==> config.mk <==
export PLATFORM = sky130hd
export DESIGN_NAME = client_heartbeat_watchdog_core
export DESIGN_NICKNAME = d
export VERILOG_FILES = /design/src/rtl/chw_pkg.sv /design/src/rtl/chw_ctrl.sv /design/src/rtl/chw_datapath.sv /design/src/rtl/client_heartbeat_watchdog_core.sv
export SDC_FILE = /design/constraint.sdc
export NUM_CORES = 2
export LEC_CHECK = 0
export BUFFER_PORTS_ARGS = -buffer_cell sky130_fd_sc_hd__buf_2
export CAP_MARGIN = 40
export CORE_MARGIN = 2
export CORE_UTILIZATION = 60
export CTS_CLUSTER_SIZE = 40
export DETAILED_ROUTE_END_ITERATION = 10
export PLACE_DENSITY = 0.77
export SYNTH_ARGS = -nofsm -noshare
export SYNTH_HDL_FRONTEND = slang
export SYNTH_SLANG_ARGS = --single-unit
==> constraint.sdc <==
create_clock -name clk -period 13 [get_ports clk]
set_input_delay 1.95 -clock clk [delete_from_list [all_inputs] [get_ports clk]]
set_output_delay 1.95 -clock clk [all_outputs]
set_load 0.02 [all_outputs]
==> src/rtl/chw_pkg.sv <==
`timescale 1ns / 1ps
// ----------------------------------------------------------------------------
// chw_pkg: shared types and constants of the client heartbeat watchdog
// Holds the payload structs, the result status codes and the command and
// status groups that pass between the controller and the datapath.
// ----------------------------------------------------------------------------
package chw_pkg;

  localparam int MAX_SLOTS     = 8;
  localparam int NAME_BYTES    = 32;
  localparam int NAME_WORDS    = 4;
  localparam int NAME_BITS     = 64 * NAME_WORDS;
  localparam int SLOT_W        = $clog2(MAX_SLOTS);
  localparam int CNT_W         = $clog2(MAX_SLOTS + 1);
  localparam int TMO_W         = 16;
  localparam int AGE_W         = 17;
  localparam logic [TMO_W-1:0] RESET_TIMEOUT = 16'd120;
  localparam logic [AGE_W-1:0] AGE_MAX       = {AGE_W{1'b1}};

  // Result status codes.
  localparam logic [1:0] STAT_TICK   = 2'd0;
  localparam logic [1:0] STAT_KICK   = 2'd1;
  localparam logic [1:0] STAT_REG    = 2'd2;
  localparam logic [1:0] STAT_REJECT = 2'd3;

  // Name bits kept: the last byte position is reserved for the terminator.
  localparam logic [NAME_BITS-1:0] NAME_MASK =
      {{(NAME_BITS - 8 * (NAME_BYTES - 1)){1'b0}}, {(8 * (NAME_BYTES - 1)){1'b1}}};

  typedef struct packed {
    logic        func;
    logic [63:0] name_word0;
    logic [63:0] name_word1;
    logic [63:0] name_word2;
    logic [63:0] name_word3;
    logic [15:0] timeout_req;
  } item_t;

  typedef struct packed {
    logic [1:0] status;
    logic [2:0] client_slot;
    logic       keepalive;
    logic       expired;
    logic [3:0] client_total;
  } result_t;

  typedef struct packed {
    logic load;
    logic tick;
    logic kick;
    logic regist;
    logic reject;
    logic step;
  } dp_cmd_t;

  typedef struct packed {
    logic is_tick;
    logic name_zero;
    logic empty;
    logic full;
    logic match;
    logic last;
  } dp_stat_t;

endpackage

==> src/rtl/chw_ctrl.sv <==
`timescale 1ns / 1ps
// ----------------------------------------------------------------------------
// chw_ctrl: sequencing state machine
// Dispatches each accepted word and walks the client table one slot at a
// time, issuing commands to the datapath.
// ----------------------------------------------------------------------------
module chw_ctrl import chw_pkg::*; (
  input  logic     clk,
  input  logic     rst,
  input  logic     start,
  input  dp_stat_t stat,
  output dp_cmd_t  cmd,
  output logic     busy
);

  localparam logic [1:0] S_IDLE = 2'd0;
  localparam logic [1:0] S_DISP = 2'd1;
  localparam logic [1:0] S_READ = 2'd2;
  localparam logic [1:0] S_CMP  = 2'd3;

  logic [1:0] state;
  logic [1:0] state_next;

  assign busy = (state != S_IDLE);

  always_comb begin
    state_next = state;
    cmd        = '0;
    case (state)
      S_IDLE: begin
        if (start) begin
          cmd.load   = 1'b1;
          state_next = S_DISP;
        end
      end
      S_DISP: begin
        if (stat.is_tick) begin
          cmd.tick   = 1'b1;
          state_next = S_IDLE;
        end else if (stat.name_zero) begin
          cmd.reject = 1'b1;
          state_next = S_IDLE;
        end else if (stat.empty) begin
          cmd.regist = 1'b1;
          state_next = S_IDLE;
        end else begin
          state_next = S_READ;
        end
      end
      S_READ: begin
        state_next = S_CMP;
      end
      S_CMP: begin
        if (stat.match) begin
          cmd.kick   = 1'b1;
          state_next = S_IDLE;
        end else if (stat.last) begin
          cmd.regist = !stat.full;
          cmd.reject = stat.full;
          state_next = S_IDLE;
        end else begin
          cmd.step   = 1'b1;
          state_next = S_READ;
        end
      end
      default: begin
        state_next = S_IDLE;
      end
    endcase
  end

  always_ff @(posedge clk) begin
    if (rst) begin
      state <= S_IDLE;
    end else begin
      state <= state_next;
    end
  end

endmodule

==> src/rtl/chw_datapath.sv <==
`timescale 1ns / 1ps
// ----------------------------------------------------------------------------
// chw_datapath: client table, age lanes and result register
// Holds the name memory, per-slot timeouts and ages, the client count, the
// expiry latch and the default timeout register.
// ----------------------------------------------------------------------------
module chw_datapath import chw_pkg::*; (
  input  logic             clk,
  input  logic             rst,
  input  item_t            item,
  input  logic             cfg_we,
  input  logic [TMO_W-1:0] cfg_data,
  input  dp_cmd_t          cmd,
  output dp_stat_t         stat,
  output result_t          result,
  output logic             done
);

  logic [NAME_BITS-1:0] name_mem [MAX_SLOTS];
  logic [NAME_BITS-1:0] rd_row;
  logic [NAME_BITS-1:0] name_q;
  logic [TMO_W-1:0]     tmo_req_q;
  logic                 func_q;

  logic [TMO_W-1:0]     tmo [MAX_SLOTS];
  logic [AGE_W-1:0]     age [MAX_SLOTS];
  logic [AGE_W-1:0]     age_inc [MAX_SLOTS];
  logic [MAX_SLOTS-1:0] over;

  logic [SLOT_W-1:0]    idx;
  logic [CNT_W-1:0]     count;
  logic [CNT_W-1:0]     count_next;
  logic                 latch;
  logic                 latch_next;
  logic [TMO_W-1:0]     dflt_tmo;
  logic [SLOT_W-1:0]    new_slot;
  logic [TMO_W-1:0]     new_tmo;
  logic                 finish;

  assign new_slot = count[SLOT_W-1:0];
  assign new_tmo  = (tmo_req_q == '0) ? dflt_tmo : tmo_req_q;
  assign finish   = cmd.tick | cmd.kick | cmd.regist | cmd.reject;

  // Each lane ages its own slot on a tick; only registered slots count.
  always_comb begin
    for (int s = 0; s < MAX_SLOTS; s++) begin
      age_inc[s] = (age[s] != AGE_MAX) ? age[s] + 1'b1 : age[s];
      over[s]    = (CNT_W'(s) < count) && (age_inc[s] > {1'b0, tmo[s]});
    end
  end

  assign latch_next = latch | (cmd.tick & (|over));
  assign count_next = cmd.regist ? count + 1'b1 : count;

  assign stat.is_tick   = func_q;
  assign stat.name_zero = (name_q == '0);
  assign stat.empty     = (count == '0);
  assign stat.full      = (count == CNT_W'(MAX_SLOTS));
  assign stat.match     = (rd_row == name_q);
  assign stat.last      = ({1'b0, idx} + 1'b1 >= count);

  // Name memory: one row per slot, registered read.
  always_ff @(posedge clk) begin
    if (cmd.regist) begin
      name_mem[new_slot] <= name_q;
    end
    rd_row <= name_mem[idx];
  end

  always_ff @(posedge clk) begin
    if (cmd.load) begin
      name_q    <= {item.name_word3, item.name_word2, item.name_word1, item.name_word0}
                   & NAME_MASK;
      tmo_req_q <= item.timeout_req;
      func_q    <= item.func;
    end
    for (int s = 0; s < MAX_SLOTS; s++) begin
      if (cmd.tick) begin
        age[s] <= age_inc[s];
      end
    end
    if (cmd.kick) begin
      age[idx] <= '0;
    end
    if (cmd.regist) begin
      age[new_slot] <= '0;
      tmo[new_slot] <= new_tmo;
    end
    if (finish) begin
      result.status       <= cmd.tick   ? STAT_TICK :
                             cmd.kick   ? STAT_KICK :
                             cmd.regist ? STAT_REG  : STAT_REJECT;
      result.client_slot  <= cmd.kick ? idx : (cmd.regist ? new_slot : '0);
      result.keepalive    <= cmd.tick & !latch_next;
      result.expired      <= latch_next;
      result.client_total <= count_next;
    end
  end

  always_ff @(posedge clk) begin
    if (rst) begin
      idx      <= '0;
      count    <= '0;
      latch    <= 1'b0;
      done     <= 1'b0;
      dflt_tmo <= RESET_TIMEOUT;
    end else begin
      done  <= finish;
      count <= count_next;
      latch <= latch_next;
      if (cmd.load) begin
        idx <= '0;
      end else if (cmd.step) begin
        idx <= idx + 1'b1;
      end
      if (cfg_we) begin
        dflt_tmo <= cfg_data;
      end
    end
  end

endmodule

==> src/rtl/client_heartbeat_watchdog_core.sv <==
`timescale 1ns / 1ps
// ----------------------------------------------------------------------------
// client_heartbeat_watchdog_core: supervisor for up to eight named clients
// Tracks client heartbeats and one-second ticks and gates the keepalive to a
// hardware watchdog once any client has overrun its timeout.
// ----------------------------------------------------------------------------
// Usage. A command word (item) is taken at a rising edge where start is high
// and busy is low. Every command gives exactly one result word on result,
// shown for a single cycle while done is high; the receiver cannot hold it
// off and must capture it in that cycle.
// A tick word is dispatched, then all eight age lanes update in parallel. A
// heartbeat word finishes at dispatch when it is rejected for an empty name
// or lands in an empty table; otherwise the table is searched slot by slot,
// with one name memory read and one compare per slot searched, through the
// single read port of the name memory.
// The next word may be started in the cycle in which done is high.
// The default timeout register is written through cfg_valid/cfg_ready/
// cfg_data; cfg_ready is always high, and writes belong between commands.
// Synchronous reset empties the table, clears the expiry latch, restores a
// default timeout of 120 seconds and leaves the block idle at once; there is
// no clearing pass, since only registered slots are ever read.
// ----------------------------------------------------------------------------
module client_heartbeat_watchdog_core import chw_pkg::*; (
  input  logic             clk,
  input  logic             rst,
  input  logic             start,
  output logic             busy,
  input  item_t            item,
  output logic             done,
  output result_t          result,
  input  logic             cfg_valid,
  output logic             cfg_ready,
  input  logic [TMO_W-1:0] cfg_data
);

  dp_cmd_t  cmd;
  dp_stat_t stat;

  // The register can always be taken; the user must write it only while idle, which the block does not enforce.
  assign cfg_ready = 1'b1;

  chw_ctrl u_ctrl (
    .clk   (clk),
    .rst   (rst),
    .start (start),
    .stat  (stat),
    .cmd   (cmd),
    .busy  (busy)
  );

  chw_datapath u_dp (
    .clk      (clk),
    .rst      (rst),
    .item     (item),
    .cfg_we   (cfg_valid & cfg_ready),
    .cfg_data (cfg_data),
    .cmd      (cmd),
    .stat     (stat),
    .result   (result),
    .done     (done)
  );

endmodule

# ---- Word-level counts from Yosys, hierarchy flattened
# Memory sizes are Yosys's and may differ from the RTL's. A register that Yosys moved wholly into a read port is not among the register bits.
# Cells that the tools add are included.
dict set report word_totals {
  ff_bits 559
  latchBits 0
  ramBits 2248
  rom_bits 0
  inputBits 293
  out_inout_bits 14
  word_cells 135
  mem_count 3
}
dict set report op_classes {
  addsub 11
  n_mul 0
  div_mod_pow 0
  order_cmp 17
  n_eq_ne 14
  n_shift 0
  mux 48
  bitwise_logic 6
  n_reduce_logical 20
}
# memory depth width rd rd_clocked_by_memory_dff write_ports line
set memory_table {}
lappend memory_table {u_dp.name_mem 8 248 1 1 1 chw_datapath.sv:19} ;# logic [NAME_BITS-1:0] name_mem [MAX_SLOTS];
lappend memory_table {u_dp.age 8 17 8 0 8 chw_datapath.sv:26} ;# logic [AGE_W-1:0] age [MAX_SLOTS];
lappend memory_table {u_dp.tmo 8 16 8 0 1 chw_datapath.sv:25} ;# logic [TMO_W-1:0] tmo [MAX_SLOTS];
# operator count
set ops {}
lappend ops {{256-bit by 248-bit == test with 1-bit output} 1}
lappend ops {{256-bit zero test} 1}
lappend ops {{17-bit 2-to-1 mux} 10}
lappend ops {{17-bit by 1-bit adder with 17-bit output, second input constant} 8}
lappend ops {{17-bit by 16-bit greater-than comparator with 1-bit output} 8}
lappend ops {{17-bit != test, second input constant} 8}
lappend ops {{17-bit OR reduction} 2}
lappend ops {{1-bit 2-to-1 mux} 21}
lappend ops {{16-bit zero test} 1}
lappend ops {{3-bit by 4-bit less-than comparator with 1-bit output, first input constant} 4}
lappend ops {{16-bit 2-to-1 mux} 1}
lappend ops {{2-bit 2-to-1 mux} 8}
lappend ops {{3-bit 2-to-1 mux} 5}
lappend ops {{1-bit logical AND} 8}
lappend ops {{1-bit by 4-bit less-than comparator with 1-bit output, first input constant} 2}
lappend ops {{2-bit by 4-bit less-than comparator with 1-bit output, first input constant} 2}
lappend ops {{2-bit one-hot mux with 4 select lines} 1}
lappend ops {{8-bit OR reduction} 1}
lappend ops {{3-bit by 1-bit adder with 4-bit output, second input constant} 1}
lappend ops {{4-bit by 1-bit adder with 4-bit output, second input constant} 1}
lappend ops {{2-bit == test, second input constant} 2}
lappend ops {{4-bit == test, second input constant} 1}
lappend ops {{4-bit greater-or-equal comparator} 1}
lappend ops {{4-bit zero test} 1}
lappend ops {{other kinds (11)} 17}

# ---- Longest topological paths before layout
# An unclocked memory read counts as a cell.
dict set report logic_depth {
  depth_word 10
  ltp_mapped 19
  ltp_nobuf 17
}

# ---- Cells and area by module
# From an unflattened synthesis, not the netlist that was laid out.
dict set report unflattened {
  cells_unflattened 5596
  hier_area_um2 107280.4
}
# mod instances cells_per_inst area_each_um2 seq_area_each_um2
set by_module_without_submodules {}
lappend by_module_without_submodules {chw_datapath 1 5573 107102.7 79896.6}
lappend by_module_without_submodules {chw_ctrl 1 21 166.4 40.0}
lappend by_module_without_submodules {client_heartbeat_watchdog_core 1 2 11.3 0.0}

# ---- Worst setup path before layout
# Ideal clock, no wire load.
dict set report synth_path {
  path_type {register to register}
  from {register u_dp.idx[0]}
  to {memory u_dp.name_mem[2][0] in the netlist's numbering (enable)}
  setup_time_ns 0.734
  arrival_time_ns 10.380
  required_time_ns 12.266
  setup_slack_ns 1.886
  path_stages_with_launch 11
  path_buffers 4
  synth_period_minus_slack_ns 11.114
  cell_sequence {dfxtp_1 clkbuf_1 clkbuf_1 buf_1 and3_1 ha_1 a21oi_1 nor2_1 o21ai_4 a2111oi_2 clkbuf_1}
}
dict set report synth_via {
  elab_chain_cells 7
}
# element line
set synth_rtl {}
lappend synth_rtl {{start: declaration} chw_datapath.sv:30} ;# logic [SLOT_W-1:0] idx;
lappend synth_rtl {{start signal: assignment} chw_datapath.sv:114} ;# idx <= idx + 1'b1;
lappend synth_rtl {{3-bit by 1-bit adder with 4-bit output} chw_datapath.sv:60} ;# assign stat.last = ({1'b0, idx} + 1'b1 >= count);
lappend synth_rtl {{4-bit greater-or-equal comparator} chw_datapath.sv:60}
lappend synth_rtl {{2-bit 2-to-1 mux} chw_ctrl.sv:57} ;# end else if (stat.last) begin
lappend synth_rtl {{3-bit 2-to-1 mux} chw_ctrl.sv:54} ;# if (stat.match) begin
lappend synth_rtl {{2-bit one-hot mux with 2 select lines} chw_ctrl.sv:29} ;# case (state)
lappend synth_rtl {{1-bit 2-to-1 mux} chw_datapath.sv:64} ;# if (cmd.regist) begin
lappend synth_rtl {{1-bit 2-to-1 mux (not written as such)} chw_datapath.sv:65} ;# name_mem[new_slot] <= name_q;
lappend synth_rtl {{end: declaration} chw_datapath.sv:19}
# Every way passes these cells.

# ---- Final worst setup path
dict set report layout_path {
  from {register u_dp.name_q[140]}
  to {memory u_dp.name_mem[4][55] in the netlist's numbering (enable)}
}
dict set report layout_via {
  elab_chain_cells 6
  word_cells_on_any_way 8
  cone_classes {eq/ne: 1; mux: 6; reduce/logical: 1}
}
# element line
set layout_rtl {}
lappend layout_rtl {{start: declaration} chw_datapath.sv:21} ;# logic [NAME_BITS-1:0] name_q;
lappend layout_rtl {{start signal: assignment} chw_datapath.sv:72} ;# name_q <= {item.name_word3, item.name_word2, item.name_word1, item.name_word0}
lappend layout_rtl {{256-bit zero test} chw_datapath.sv:56} ;# assign stat.name_zero = (name_q == '0);
lappend layout_rtl {{1-bit 2-to-1 mux} chw_ctrl.sv:40} ;# end else if (stat.name_zero) begin
lappend layout_rtl {{2-bit 2-to-1 mux} chw_ctrl.sv:37} ;# if (stat.is_tick) begin
lappend layout_rtl {{2-bit one-hot mux with 2 select lines (*)} chw_ctrl.sv:29}
lappend layout_rtl {{1-bit 2-to-1 mux (*)} chw_datapath.sv:64}
lappend layout_rtl {{1-bit 2-to-1 mux (not written as such) (*)} chw_datapath.sv:65}
# Mark *: on every way between the ends. The rest lies on a longest branch, timed or not.

==> flow_summary.ini <==
[status]
status = complete, no violations

[clock_tree]
ctsResizeCount = 0
cts.sinks = 2799
cts_hold_buf = 0
cts_root_buffer = clkbuf_16
clk_latency_ns = 0.94
htree_levels = 5
cts_tree = built
clk_pin_slew_ns = 0.06
cts_buffers = 288
clockBufferDepth = 4
cts_setup_buffers = 0

[route]
wl_per_cell_um = 30.0
routed_wl_um = 260000
maxUsedRoutingLayer = met5
met3_wirelength_um = 24300
vias = 55400
route.detailed.drc = 0
met1Wirelength_um = 99700
drtIter0Drc = 7090
drt_pass1_iterations = 6
viasPerCell = 6.38
ant_nets = 0
route.met2.wl_um = 124000

[power_and_ir_drop]
internal_power_mw = 14.9
power_switching_mw = 4.03
p_clk_frac = 0.418
peakVddDrop_v = 0.000157
power_frac_seq = 0.539
power.leakage_nw = 40.2
p_total_mw = 19.0
powerDensity_mw_per_mm2 = 155
comb_power_share = 0.043
netSwitchingFraction = 0.212

[grt]
grt_remaining_overflow = 0
grtUsageTotal = 0.284
grt_pass1_vias = 55700
grt_max_degree = 137
grt_pass1_wl_um = 378000
antenna_found_initial = 18

[die]
die_area_sq_mm = 0.183
fp.dieH_um = 428
coreArea_sq_mm = 0.179
io_pins = 307
die_w_um = 428
rows = 155
start_util = 0.605

[finish]
layout-drive-gt1-share = 0.257
areaGrowthSynthToFinish_pct = 13.1
final_core_util = 0.684
final.fill_count = 10800
nNetsFinal = 6547
final_area_sq_mm = 0.122

[synth]
syn-instance-count = 5624
ys_ff_latch = 2799
ys_types = 82
synthFlopType = edfxtp_1
avgSynthCellArea_sq_um = 19.2
syn_area_sq_mm = 0.108
seq_area_frac_synth = 0.740
async_reset_ff_frac = 0
ys_warn_count = 0
synth_edf_count = 2388
synth_nets = 6061

[timing]
tightestPinTransition_ns = 1.13
setup_slack_ns = 6.76
post-route-period-util = 0.480
hold_viol_final = 0
finalSetupTns_ns = 0
finalCriticalPeriod_ns = 6.24
rsz0062_at_grt = false
fmax_mhz = 160
relSlewSlack = 0.244
slew_violations = 0
final-setup-viol-count = 0
fin_skew_ns = 0.0607

[min_path]
min_path_cells = 2
hold_end = u_dp.dflt_tmo[3]
worstHoldPathType = register to register
min_from = u_dp.dflt_tmo[3]

[worst_setup_path]
crit_family = simple AND/OR/NAND/NOR gates
worstSetupStartpointType = register
end_kind = register
reg2reg_slack_ns = 6.76
r2r-start = u_dp.name_q[140]
arrival_ns = 6.78
critPathBufInv = 5
required_ns = 13.54
max_stage_delay_ns = 0.77
rr_endpoint = u_dp.name_mem[4][55]
rr_worst_depth = 12
slowest_stage = or4_1
cpMostUsedCell = buf_4
path_class = register to register
crit_path_max_fanout = 48
path_cells = xnor2_1, nand4_1, nor4_1, buf_2, nand2_1, or4_1, o21ai_4, a211oi_4, buf_4, buf_4, buf_12, buf_4

[place]
hpwl_um = 155000
gp_congestion = 0.867
place_area_sq_mm = 0.113
dp_slack_ns = 6.88
port-buffer-count = 297

[flow_run]
maxCapViolations = 0
==> cell families after synthesis <==
family | count (synthesis) | share of synthesized area
AOI/OAI and AO/OA | 269 | 0.0201
xor gates and xnor gates | 452 | 0.0367
adders and majority gates | 144 | 0.0167
buffers and inverters | 384 | 0.0139
DFF | 2799 | 0.740
muxes | 777 | 0.132
other | 1 | 0.0000347
and+or+nand+nor | 798 | 0.0401
==> worst register-to-register path: stages (launching register included) <==
cell and delay, ns:
edfxtp_1 0.56, xnor2_1 0.64, nand4_1 0.42, nor4_1 0.51, buf_2 0.25, nand2_1 0.13
or4_1 0.77, o21ai_4 0.68, a211oi_4 0.30, buf_4 0.44, buf_4 0.47, buf_12 0.26
buf_4 0.36
==> area by class of cell <==
cell class	count	area (sq um)	area share
sequential	2799	79900	0.654
antenna	4	10.0	0.0000819
timing repair buffer	417	3010	0.0246
tap	2355	2950	0.0241
clock inverter	98	898	0.00735
inverter	163	612	0.00501
clock buffer	405	8120	0.0664
multi-input combinational	2441	26600	0.218
==> Yosys cell counts (15+ instances only) <==
cell,count,area [sq um]
nor4_1,98,613
a21oi_1,42,210
clkbuf_1,129,484
o21ai_0,19,95.1
buf_1,72,270
inv_1,161,604
and4_1,24,210
mux2i_1,23,230
nand2_1,138,518
nand4_1,134,838
edfxtp_1,2388,71700
ha_1,144,1800
nand2b_1,15,93.8
a211oi_1,37,278
dfxtp_1,411,8230
mux4_2,496,11200
a21o_1,49,368
nor2_1,123,462
and2_1,21,131
nor3_1,76,380
xor2_1,119,1040
and3_1,26,163
xnor2_1,333,2920
nor2b_1,36,225
mux2_2,256,2880
nand3_1,76,380
==> how the worst max path moves through the flow <==
stage / slack (ns) / from / cells past startpoint / end
6_report: 6.76 / u_dp.name_q[140] / 12 / u_dp.name_mem[4][55]
5_1_grt: 6.61 / u_dp.name_q[140] / 12 / u_dp.name_mem[4][160]
4_1_cts: 6.83 / u_dp.name_q[117] / 13 / u_dp.name_mem[1][164]
3_5_place_dp: 6.88 / u_dp.name_q[117] / 12 / u_dp.name_mem[4][55]
3_3_place_gp: 6.17 / u_dp.name_q[140] / 10 / u_dp.name_mem[3][38]
2_1_floorplan: 1.89 / u_dp.idx[0] / 10 / u_dp.name_mem[2][0]
==> registers in the layout, summed over array words and instances, names as in the netlist <==
signal and cells:
u_dp.dflt_tmo 16, u_dp.name_mem 1984, u_dp.tmo 128, u_dp.done 1, u_dp.tmo_req_q 16, u_dp.name_q 248, u_dp.age 136, u_ctrl.state 2
u_dp.count 4, u_dp.rd_row 248, u_dp.result 11, u_dp.func_q 1, u_dp.latch 1, u_dp.idx 3
==> stage by stage <==
step           hold WS [ns]  cells
6_report              0.489   8682
5_1_grt               0.516   8679
4_1_cts               0.490   8676
3_5_place_dp          0.465   8173
3_3_place_gp          0.458   8128
2_1_floorplan         0.442   5624
==> layout by cell type (no fill, tap or decap), drive strengths merged, types with 51 or more instances in the layout <==
| cell type | netlist | layout |
|---|---|---|
| nor4 | 100 | 100 |
| dfxtp | 411 | 411 |
| nor2 | 123 | 123 |
| edfxtp | 2388 | 2388 |
| nand2 | 139 | 139 |
| clkbuf | 129 | 406 |
| mux2 | 258 | 258 |
| ha | 144 | 144 |
| xor2 | 119 | 119 |
| xnor2 | 333 | 333 |
| mux4 | 496 | 496 |
| buf | 92 | 415 |
| nand4 | 134 | 134 |
| nor3 | 86 | 86 |
| a211oi | 51 | 51 |
| nand3 | 76 | 76 |
| clkinv | 2 | 73 |
| inv | 161 | 166 |
==> power groups by stage <==
stage / Combinational [mW] / Clock [mW] / Sequential [mW]
floorplan: 0.506 / 0 / 10.3
global placement: 0.781 / 0 / 10.4
detailed placement: 0.799 / 0 / 10.4
CTS: 0.817 / 8.03 / 10.2
global route: 0.888 / 8.36 / 10.2
finish: 0.818 / 7.94 / 10.2
==> per-layer routing <==
metal / GRT usage / vias up
li1: - / 23400
met1: 0.394 / 28600
met2: 0.443 / 3009
met3: 0.0578 / 468
met4: 0.126 / 6
met5: 0 / -
Note: power is estimated with default switching activity, not from simulation.
